[src/rtl/dwe_pkg.sv]
// Package for the deque with erase-by-value block.
// Holds request/response structs, action and status codes, and default sizes.
// No dependencies.
package dwe_pkg;

    localparam int CAPACITY_DEF   = 64;
    localparam int DATA_WIDTH_DEF = 32;

    localparam logic [2:0] ACT_PUSH_FRONT = 3'd0;
    localparam logic [2:0] ACT_POP_FRONT  = 3'd1;
    localparam logic [2:0] ACT_PUSH_BACK  = 3'd2;
    localparam logic [2:0] ACT_POP_BACK   = 3'd3;
    localparam logic [2:0] ACT_ERASE      = 3'd4;
    localparam logic [2:0] ACT_CLEAR      = 3'd5;
    localparam logic [2:0] ACT_DUMP       = 3'd6;

    localparam logic [1:0] ST_OK        = 2'd0;
    localparam logic [1:0] ST_EMPTY     = 2'd1;
    localparam logic [1:0] ST_FULL      = 2'd2;
    localparam logic [1:0] ST_NOT_FOUND = 2'd3;

    typedef struct packed {
        logic [2:0]         action;
        logic signed [31:0] value;
    } t_req;

    typedef struct packed {
        logic [1:0]         status;
        logic signed [31:0] entry_value;
        logic [6:0]         fill_count;
        logic               last;
    } t_rsp;

endpackage

[src/rtl/dwe_ram.sv]
// Entry store for the deque: one write port, one read port, registered read data.
// Depends on nothing; sized by parameters from the top level.
module dwe_ram #(
    parameter int DEPTH = 64,
    parameter int WIDTH = 32
) (
    input  logic                     i_clk,
    input  logic                     i_we,
    input  logic [$clog2(DEPTH)-1:0] i_waddr,
    input  logic [WIDTH-1:0]         i_wdata,
    input  logic [$clog2(DEPTH)-1:0] i_raddr,
    output logic [WIDTH-1:0]         o_rdata
);

    logic [WIDTH-1:0] r_mem [DEPTH];
    logic [WIDTH-1:0] r_rdata;

    always_ff @(posedge i_clk) begin
        if (i_we) begin
            r_mem[i_waddr] <= i_wdata;
        end
        r_rdata <= r_mem[i_raddr];
    end

    assign o_rdata = r_rdata;

endmodule

[src/rtl/deque_with_erase_by_value_core.sv]
// Top level of the bounded deque with erase-by-value; sequencer around one slot adder.
// Depends on dwe_pkg and dwe_ram.
//
// Push, pop, clear and unused codes finish on acceptance; the status result appears
// in the cycle after the request. Erase walks the entries front to back, one per cycle
// through the single RAM read port, then shifts the tail down one slot a cycle.
// Dump reads the first entry on acceptance, then emits one result per cycle, one for
// each held entry. An empty store answers erase or dump in the cycle after the
// request. Results carry a one-cycle strobe and cannot be stalled; busy is high
// while a walk is in progress.
module deque_with_erase_by_value_core #(
    parameter int CAPACITY   = dwe_pkg::CAPACITY_DEF,
    parameter int DATA_WIDTH = dwe_pkg::DATA_WIDTH_DEF
) (
    input  logic          i_clk,
    input  logic          i_rst_n,
    input  logic          start,
    output logic          busy,
    input  dwe_pkg::t_req i_req,
    output logic          o_rsp_valid,
    output dwe_pkg::t_rsp o_rsp
);

    localparam int AW = $clog2(CAPACITY);
    localparam int CW = $clog2(CAPACITY + 1);
    localparam int SW = CW + 1;
    localparam logic [AW-1:0] LAST_SLOT = AW'(CAPACITY - 1);
    localparam logic [CW-1:0] CAP_CNT   = CW'(CAPACITY);
    localparam logic [SW-1:0] CAP_SUM   = SW'(CAPACITY);

    localparam logic [1:0] S_IDLE   = 2'd0;
    localparam logic [1:0] S_SEARCH = 2'd1;
    localparam logic [1:0] S_SHIFT  = 2'd2;
    localparam logic [1:0] S_DUMP   = 2'd3;

    logic [1:0]            r_state, n_state;
    logic [AW-1:0]         r_front, n_front;
    logic [CW-1:0]         r_held, n_held;
    logic [CW-1:0]         r_c, n_c;
    logic [DATA_WIDTH-1:0] r_val, n_val;
    logic [AW-1:0]         r_ra1, r_ra2;
    logic                  r_out_valid, n_out_valid;
    dwe_pkg::t_rsp         r_out, n_out;

    logic                         w_accept;
    logic signed [63:0]           w_val64;
    logic [DATA_WIDTH-1:0]        w_dv;
    logic [DATA_WIDTH-1:0]        w_rd;
    logic signed [DATA_WIDTH-1:0] w_rd_s;
    logic signed [63:0]           w_rd64;
    logic [CW-1:0]                w_c_inc;
    logic [CW-1:0]                w_k;
    logic [SW-1:0]                w_sum;
    logic [AW-1:0]                w_slot;
    logic [AW-1:0]                w_front_dec;
    logic [AW-1:0]                w_front_inc;
    logic                         w_we;
    logic [AW-1:0]                w_waddr;
    logic [DATA_WIDTH-1:0]        w_wdata;

    assign busy     = (r_state != S_IDLE);
    assign w_accept = start && (r_state == S_IDLE);

    assign w_val64 = {{32{i_req.value[31]}}, i_req.value};
    assign w_dv    = w_val64[DATA_WIDTH-1:0];
    assign w_rd_s  = w_rd;
    assign w_rd64  = 64'(w_rd_s);
    assign w_c_inc = r_c + 1'b1;

    // shared slot adder: (front + k) mod CAPACITY
    always_comb begin
        if (r_state == S_IDLE) begin
            w_k = (i_req.action == dwe_pkg::ACT_PUSH_BACK) ? r_held : '0;
        end else begin
            w_k = w_c_inc;
        end
    end

    assign w_sum  = SW'(r_front) + SW'(w_k);
    assign w_slot = (w_sum >= CAP_SUM) ? AW'(w_sum - CAP_SUM) : AW'(w_sum);

    assign w_front_dec = (r_front == '0) ? LAST_SLOT : r_front - 1'b1;
    assign w_front_inc = (r_front == LAST_SLOT) ? '0 : r_front + 1'b1;

    dwe_ram #(
        .DEPTH (CAPACITY),
        .WIDTH (DATA_WIDTH)
    ) u_ram (
        .i_clk   (i_clk),
        .i_we    (w_we),
        .i_waddr (w_waddr),
        .i_wdata (w_wdata),
        .i_raddr (w_slot),
        .o_rdata (w_rd)
    );

    always_comb begin
        n_state     = r_state;
        n_front     = r_front;
        n_held      = r_held;
        n_c         = r_c;
        n_val       = r_val;
        n_out_valid = 1'b0;
        n_out       = r_out;
        w_we        = 1'b0;
        w_waddr     = w_slot;
        w_wdata     = w_dv;

        unique case (r_state)
            S_IDLE: begin
                if (w_accept) begin
                    n_val             = w_dv;
                    n_c               = '0;
                    n_out_valid       = 1'b1;
                    n_out.status      = dwe_pkg::ST_OK;
                    n_out.entry_value = '0;
                    n_out.last        = 1'b1;
                    unique case (i_req.action)
                        dwe_pkg::ACT_PUSH_FRONT: begin
                            if (r_held == CAP_CNT) begin
                                n_out.status = dwe_pkg::ST_FULL;
                            end else begin
                                w_we    = 1'b1;
                                w_waddr = w_front_dec;
                                n_front = w_front_dec;
                                n_held  = r_held + 1'b1;
                            end
                        end
                        dwe_pkg::ACT_POP_FRONT: begin
                            if (r_held == '0) begin
                                n_out.status = dwe_pkg::ST_EMPTY;
                            end else begin
                                n_front = w_front_inc;
                                n_held  = r_held - 1'b1;
                            end
                        end
                        dwe_pkg::ACT_PUSH_BACK: begin
                            if (r_held == CAP_CNT) begin
                                n_out.status = dwe_pkg::ST_FULL;
                            end else begin
                                w_we   = 1'b1;
                                n_held = r_held + 1'b1;
                            end
                        end
                        dwe_pkg::ACT_POP_BACK: begin
                            if (r_held == '0) begin
                                n_out.status = dwe_pkg::ST_EMPTY;
                            end else begin
                                n_held = r_held - 1'b1;
                            end
                        end
                        dwe_pkg::ACT_ERASE: begin
                            if (r_held == '0) begin
                                n_out.status = dwe_pkg::ST_NOT_FOUND;
                            end else begin
                                n_out_valid = 1'b0;
                                n_state     = S_SEARCH;
                            end
                        end
                        dwe_pkg::ACT_CLEAR: begin
                            n_held  = '0;
                            n_front = '0;
                        end
                        dwe_pkg::ACT_DUMP: begin
                            if (r_held == '0) begin
                                n_out.status = dwe_pkg::ST_EMPTY;
                            end else begin
                                n_out_valid = 1'b0;
                                n_state     = S_DUMP;
                            end
                        end
                        default: begin
                        end
                    endcase
                end
            end
            S_SEARCH: begin
                if (w_rd == r_val) begin
                    if (w_c_inc < r_held) begin
                        n_c     = w_c_inc;
                        n_state = S_SHIFT;
                    end else begin
                        n_held            = r_held - 1'b1;
                        n_out_valid       = 1'b1;
                        n_out.status      = dwe_pkg::ST_OK;
                        n_out.entry_value = '0;
                        n_out.last        = 1'b1;
                        n_state           = S_IDLE;
                    end
                end else if (w_c_inc == r_held) begin
                    n_out_valid       = 1'b1;
                    n_out.status      = dwe_pkg::ST_NOT_FOUND;
                    n_out.entry_value = '0;
                    n_out.last        = 1'b1;
                    n_state           = S_IDLE;
                end else begin
                    n_c = w_c_inc;
                end
            end
            S_SHIFT: begin
                // entry c arrives; it moves down into the slot of entry c-1
                w_we    = 1'b1;
                w_waddr = r_ra2;
                w_wdata = w_rd;
                if (w_c_inc == r_held) begin
                    n_held            = r_held - 1'b1;
                    n_out_valid       = 1'b1;
                    n_out.status      = dwe_pkg::ST_OK;
                    n_out.entry_value = '0;
                    n_out.last        = 1'b1;
                    n_state           = S_IDLE;
                end else begin
                    n_c = w_c_inc;
                end
            end
            S_DUMP: begin
                n_out_valid       = 1'b1;
                n_out.status      = dwe_pkg::ST_OK;
                n_out.entry_value = w_rd64[31:0];
                n_out.last        = (w_c_inc == r_held);
                if (w_c_inc == r_held) begin
                    n_state = S_IDLE;
                end else begin
                    n_c = w_c_inc;
                end
            end
            default: begin
                n_state = S_IDLE;
            end
        endcase

        n_out.fill_count = 7'(n_held);
    end

    always_ff @(posedge i_clk) begin
        if (!i_rst_n) begin
            r_state     <= S_IDLE;
            r_front     <= '0;
            r_held      <= '0;
            r_c         <= '0;
            r_out_valid <= 1'b0;
        end else begin
            r_state     <= n_state;
            r_front     <= n_front;
            r_held      <= n_held;
            r_c         <= n_c;
            r_out_valid <= n_out_valid;
        end
    end

    always_ff @(posedge i_clk) begin
        r_val <= n_val;
        r_out <= n_out;
        r_ra1 <= w_slot;
        r_ra2 <= r_ra1;
    end

    assign o_rsp_valid = r_out_valid;
    assign o_rsp       = r_out;

endmodule

[config.mk]
export PLATFORM = sky130hd
export DESIGN_NAME = deque_with_erase_by_value_core
export DESIGN_NICKNAME = d
export VERILOG_FILES = /design/src/rtl/dwe_pkg.sv /design/src/rtl/dwe_ram.sv /design/src/rtl/deque_with_erase_by_value_core.sv
export SDC_FILE = /design/constraint.sdc
export NUM_CORES = 2
export LEC_CHECK = 0
export BUFFER_PORTS_ARGS = -buffer_cell sky130_fd_sc_hd__buf_2
export CAP_MARGIN = 20
export CELL_PAD_IN_SITES_DETAIL_PLACEMENT = 1
export CELL_PAD_IN_SITES_GLOBAL_PLACEMENT = 1
export CORE_ASPECT_RATIO = 1.4
export CORE_MARGIN = 2
export CORE_UTILIZATION = 56
export CTS_BUF_LIST = sky130_fd_sc_hd__clkbuf_16
export DETAILED_ROUTE_END_ITERATION = 12
export PLACE_DENSITY_LB_ADDON = 0.1
export SYNTH_ARGS = -nofsm -noshare
export SYNTH_HDL_FRONTEND = slang
export SYNTH_SLANG_ARGS = --single-unit
[constraint.sdc]
create_clock -name i_clk -period 8.9 [get_ports i_clk]
set_input_delay 2.225 -clock i_clk [delete_from_list [all_inputs] [get_ports i_clk]]
set_output_delay 2.225 -clock i_clk [all_outputs]
set_load 0.05 [all_outputs]
# [Yosys cells after proc, flatten, opt, wreduce, memory -nomap -nowiden]
# Memory sizes are Yosys's and may differ from the RTL's. A register that Yosys moved wholly into a read port is not among the register bits.
# Cells that the tools add are included.
[word_totals] reg_bits=109 word_cells=125 ramBits=2048 mem_count=1
[memory_table] memory="u_ram.r_mem" words=64 width=32 read_ports=1 rd_ports_with_merged_regs=1 write_ports=1 line="dwe_ram.sv:15" text="logic [WIDTH-1:0] r_mem [DEPTH];"
[op_classes] n_addsub=7 eq_ne=23 magnitude_cmp=2 reduce_logical=18 n_mux=62
[ops] cell="$mux W34" n=5
[ops] cell="$pmux W34 S4" n=1
[ops] cell="$mux W7" n=12
[ops] cell="$pmux W7 S3" n=3
[ops] cell="$mux W6" n=8
[ops] cell="$eq A32 B32 Y1" n=1
[ops] cell="$mux W32" n=1
[ops] cell="$pmux W6 S3" n=1
[ops] cell="$mux W1" n=16
[ops] cell="$mux W2" n=8
[ops] cell="$ne A3 B3 Y1 const B" n=5
[ops] cell="$add A7 B1 Y7 const B" n=2
[ops] cell="$pmux W2 S3" n=2
[ops] cell="$pmux W6 S2" n=1
[ops] cell="$sub A6 B1 Y6 const B" n=2
[ops] cell="$eq A3 B3 Y1 const B" n=3
[ops] cell="$add A6 B7 Y8" n=1
[ops] cell="$ge A8 B7 Y1 const B" n=1
[ops] cell="$ne A2 B2 Y1 const B" n=4
[ops] cell="$pmux W1 S4" n=2
[ops] cell="$reduce_and A4 Y1" n=2
[ops] cell="$reduce_or A2 Y1" n=4
[ops] cell="$eq A7 B7 Y1" n=1
[ops] cell="$eq A7 B7 Y1 const B" n=1
[ops] cell="21 further kinds" n=25

# [Depth between registers and ports, before layout]
[depth] depth_word=10 mapped_depth=17 ltp_nobuf=13

# [Modules after synthesis]
# Synthesis repeated with hierarchy kept, for this count alone.
[hier_totals] hier_cells=3978 hier_area_um2=84488.5
[modules_own_cells] mod="dwe_ram" seq_area_each_um2=62139.6 cells_per_inst=3328 n_inst=1 area_each_um2=78539.1
[modules_own_cells] mod="deque_with_erase_by_value_core" seq_area_each_um2=2852.7 cells_per_inst=650 n_inst=1 area_each_um2=5949.5

# [Worst setup path after synthesis]
# OpenSTA, ideal clock, no wires.
[synth_path] kind="input to register" startpoint="in i_req[32] (netlist name)" endpoint="mem u_ram.r_mem[25][0] (enable)" required_time_ps=8439 stages=17 arrival_ps=7280 path_buffers=4 setup_slack_ps=1159 setup_time_ps=461 cell_sequence="buf_2 nor2_1 and3_1 clkbuf_1 nand2_1 o21ai_0 ha_1 fa_1 a21o_1 a21oi_1 xnor2_1 nand2b_1 o221ai_2 or2_2 buf_2 buf_6 nor3_1"
[synth_between] elab_chain_len=10
[synth_lines] item="from (decl)" line="deque_with_erase_by_value_core.sv:19" text="input dwe_pkg::t_req i_req,"
[synth_lines] item="$eq A3 B2 Y1" line="deque_with_erase_by_value_core.sv:73, deque_with_erase_by_value_core.sv:118"
[synth_lines] item="$mux W7" line="deque_with_erase_by_value_core.sv:73" text="w_k = (i_req.action == dwe_pkg::ACT_PUSH_BACK) ? r_held : '0;"
[synth_lines] item="$mux W7" line="deque_with_erase_by_value_core.sv:72" text="if (r_state == S_IDLE) begin"
[synth_lines] item="$add A6 B7 Y8" line="deque_with_erase_by_value_core.sv:79" text="assign w_sum = SW'(r_front) + SW'(w_k);"
[synth_lines] item="$ge A8 B7 Y1 or $sub A6 B1 Y6 (tied branches)" line="deque_with_erase_by_value_core.sv:80" text="assign w_slot = (w_sum >= CAP_SUM) ? AW'(w_sum - CAP_SUM) : AW'(w_sum);"
[synth_lines] item="$mux W6" line="deque_with_erase_by_value_core.sv:80"
[synth_lines] item="$mux W6" line="deque_with_erase_by_value_core.sv:120" text="if (r_held == CAP_CNT) begin"
[synth_lines] item="$mux W6" line="deque_with_erase_by_value_core.sv:118" text="unique case (i_req.action)"
[synth_lines] item="$mux W6" line="deque_with_erase_by_value_core.sv:111" text="if (w_accept) begin"
[synth_lines] item="$pmux W6 S2" line="deque_with_erase_by_value_core.sv:109" text="unique case (r_state)"
[synth_lines] item="to (decl)" line="dwe_ram.sv:15"
# Parallel ways exist; a longest one is shown, timed or not.

# [Final worst setup path]
[layout_path] startpoint="in i_req[32] (netlist name)" endpoint="reg u_ram.r_rdata[19], in the netlist u_ram.o_rdata[19], read port of u_ram.r_mem"
[layout_between] elab_chain_len=6
[layout_lines] item="$eq A3 B2 Y1 (*)" line="deque_with_erase_by_value_core.sv:73"
[layout_lines] item="$mux W7 (*)" line="deque_with_erase_by_value_core.sv:73"
[layout_lines] item="$mux W7 (*)" line="deque_with_erase_by_value_core.sv:72"
[layout_lines] item="$add A6 B7 Y8 (*)" line="deque_with_erase_by_value_core.sv:79"
[layout_lines] item="$ge A8 B7 Y1 or $sub A6 B1 Y6 (tied branches)" line="deque_with_erase_by_value_core.sv:80"
[layout_lines] item="$mux W6 (*)" line="deque_with_erase_by_value_core.sv:80"
[layout_lines] item="named net u_ram.i_raddr[1]" line="dwe_ram.sv:11" text="input logic [$clog2(DEPTH)-1:0] i_raddr,"
[layout_lines] item="to (decl)" line="dwe_ram.sv:16" text="logic [WIDTH-1:0] r_rdata;"
# Mark *: on every way through the listed nets, which the timed path passes. The rest lies on a longest branch.
# A chain may end at the register's enable or synchronous reset.

==> impl_metrics.ini <==
[timing]
fmax_ghz = 0.148
tightest_slew_ns = 1.06
tns_ns = 0
hold_viol = 0
min_period_over_period_pct = 75.9
slew-limit-headroom_pct = 28.8
report.final.slew_viol_count = 0
worst_slack_ns = 2.14
setup_viol = 0
worst_clock_skew_ns = 0.0284
rsz0062_at_grt = no
period_needed_ns = 6.76

[power]
power_density_nw_per_um2 = 233
p_total_mw = 22.1
p_leak_nw = 29.8
peakVddDrop_v = 0.000200

[outcome]
outcome = completed

[clocking]
clk_latency_ns = 0.84
cts-root-buf = clkbuf_16
htree_num_levels = 4
cts_tree = built
holdBufCountCts = 0
ctsResizeCount = 0
cts_made_buffers = 197
cts.clk_slew.worst_paths_ns = 0.06
clock_path_buffers = 3
postCtsSetupBuffers = 0
clkSinkCount = 2189

[finish]
fill_cells = 11823
fin_nets = 3990
final_common_cell = edfxtp_1
finalCoreUtilization_pct = 63.2
final_cell_mix = 2115 x edfxtp_1, 640 x mux4_2, 197 x clkbuf_16
drive_above_1_share_pct = 30.1
syn2layout_area_growth_pct = 11.9

[yosys]
yosysSeqAreaShare_pct = 76.8
synth.area.top_cells = edfxtp_1 75%, mux4_2 17%, dfxtp_1 1.7%
synth_edf_count = 2115
synth_top_area_share_pct = 75.0
yosys_warnings = 0
synth.largest_area_cell = edfxtp_1
avgSynthCellArea_um2 = 22.8
synth_nets = 3777
synth_seq_cells = 2189
ys_types = 69
syn_inst = 3719
ys_async_sr_fraction_pct = 0
synth_area_um2 = 84700
synth_top_flop_cell = edfxtp_1

[hold_path]
hold_path_class = reg -> reg
whs_endpoint = r_ra2[1]
min-delay-start = r_ra1[1]
whs_path_depth = 0

[setup_path]
worst_path_max_delay_cell = fa_4
end_kind = flip-flop
slowest_delay_ns = 1.16
crit_type = in -> reg
reg2reg_setup_slack_ns = 2.77
crit_family = multiplexers
r2r_start = r_state[1]
reg2regPathDepth = 13
crit_buf_inv = 3
crit_chain = buf_2, nor2_1, and3_1, nand2_1, o21ai_0, ha_4, fa_4, buf_4, buf_4, mux4_2, mux4_2, mux2i_1, mux2i_1
crit_required_ns = 9.55
cp.arrival_ns = 7.41
r2r-end = u_ram.o_rdata[19]
critPathMaxFanout = 43
cp-start-kind = input port

[floorplanning]
core_um2 = 150000
dieWidth_um = 333
die_height_um = 464
ios = 82
start_util_pct = 56.5
die_area_um2 = 154000
fp-row-count = 168

[routing]
route.final.wire_length_um = 216000
wl_per_cell_um = 35.6
drtAntennaViolNets = 0
initialDrtViolationCount = 4385
drc_errors = 0
vias = 40327
drt_first_pass_iters = 5
viasPerCell = 6.65

[global_route]
grt_pass1_wl_um = 312000
antenna_found_initial = 8
grt_overflow = 0
grt_pass1_vias = 42969
track_usage_pct = 28.5
grt_max_degree = 114

[placement]
post-place-ws_ns = 1.38
gp_congestion = 0.858
numPortBuffers = 81
place_hpwl_um = 117000

[flow_run]
maxCapViolCount = 0
[cell usage after synthesis (all sizes together) (3+ instances only)]
cell,n
edfxtp,2115
mux4,640
nand2,137
clkbuf,136
mux2i,100
nor3,75
dfxtp,74
buf,66
nor2,43
xor2,40
and3,38
a21oi,30
o21ai,30
inv,22
ha,19
nand3,19
nor4,10
xnor2,8
and2,7
nand2b,7
nor2b,7
a211oi,6
a21o,6
nand4,6
a22oi,5
o31ai,5
a22o,4
or2,4
a21boi,3
a221o,3
a311oi,3
a31oi,3
a32oi,3
a41oi,3
nand3b,3
o211a,3
o22ai,3
[flip-flops by register name, indices dropped and copies added, names as in the netlist]
signal and cells:
r_ra2 6, u_ram.r_mem 2048, o_rsp_valid 1, r_ra1 6
o_rsp 42, r_front 6, r_state 2, r_c 7
u_ram.o_rdata 32, r_held 7, r_val 32
[cell families after synthesis]
family,synth area share (%)
xor+xnor,0.497
flops,76.8
fa+ha+maj,0.304
mux,18.2
buf+inv,1.07
simple gates,2.04
compound gates,1.09
[worst max-delay path by stage]
stage	from	endpoint	slack, ns	cells after the start
2_1_floorplan	i_req[32]	u_ram.r_mem[25][0]	1.16	17
3_3_place_gp	i_req[32]	u_ram.o_rdata[19]	1.50	13
3_5_place_dp	i_req[32]	u_ram.o_rdata[19]	1.38	13
4_1_cts	i_req[32]	u_ram.o_rdata[19]	2.26	13
5_1_grt	i_req[32]	u_ram.o_rdata[19]	2.07	13
6_report	i_req[32]	u_ram.o_rdata[19]	2.14	13
[routing by layer]
layer / global-route usage [%] / share of wire, % / up-vias
met2: 48.6 / 52 / 1834
met3: 4.40 / 7.0 / 425
met5: 0 / 0.019 / -
met4: 9.72 / 3.3 / 6
li1: - / - / 16182
met1: 38.0 / 38 / 21880
[power breakdown]
group | internal [mW] | switching, mW
clock network | 4.51 | 3.76
logic | 0.936 | 1.28
registers | 11.5 | 0.154
[through the flow]
step	std cells	cell area, um^2	hold slack, ns
after floorplan	3719	84700	0.310
after global placement	5676	88200	0.311
after detailed placement	5677	88300	0.313
after CTS	6047	94500	0.328
after global routing	6059	94700	0.341
final	6060	94700	0.326
[final cells by class]
| type | count | area (um^2) | share of cell area [%] |
|---|---|---|---|
| Antenna cell | 2 | 5.00 | 0.00528 |
| Clock buffer | 197 | 4930 | 5.20 |
| Clock inverter | 173 | 1330 | 1.40 |
| Inverter | 24 | 97.6 | 0.103 |
| Multi-Input combinational cell | 1304 | 19200 | 20.3 |
| Sequential cell | 2189 | 65000 | 68.6 |
| Tap cell | 1955 | 2450 | 2.58 |
| Timing Repair Buffer | 216 | 1740 | 1.83 |
(Power assumes the default switching activity.)
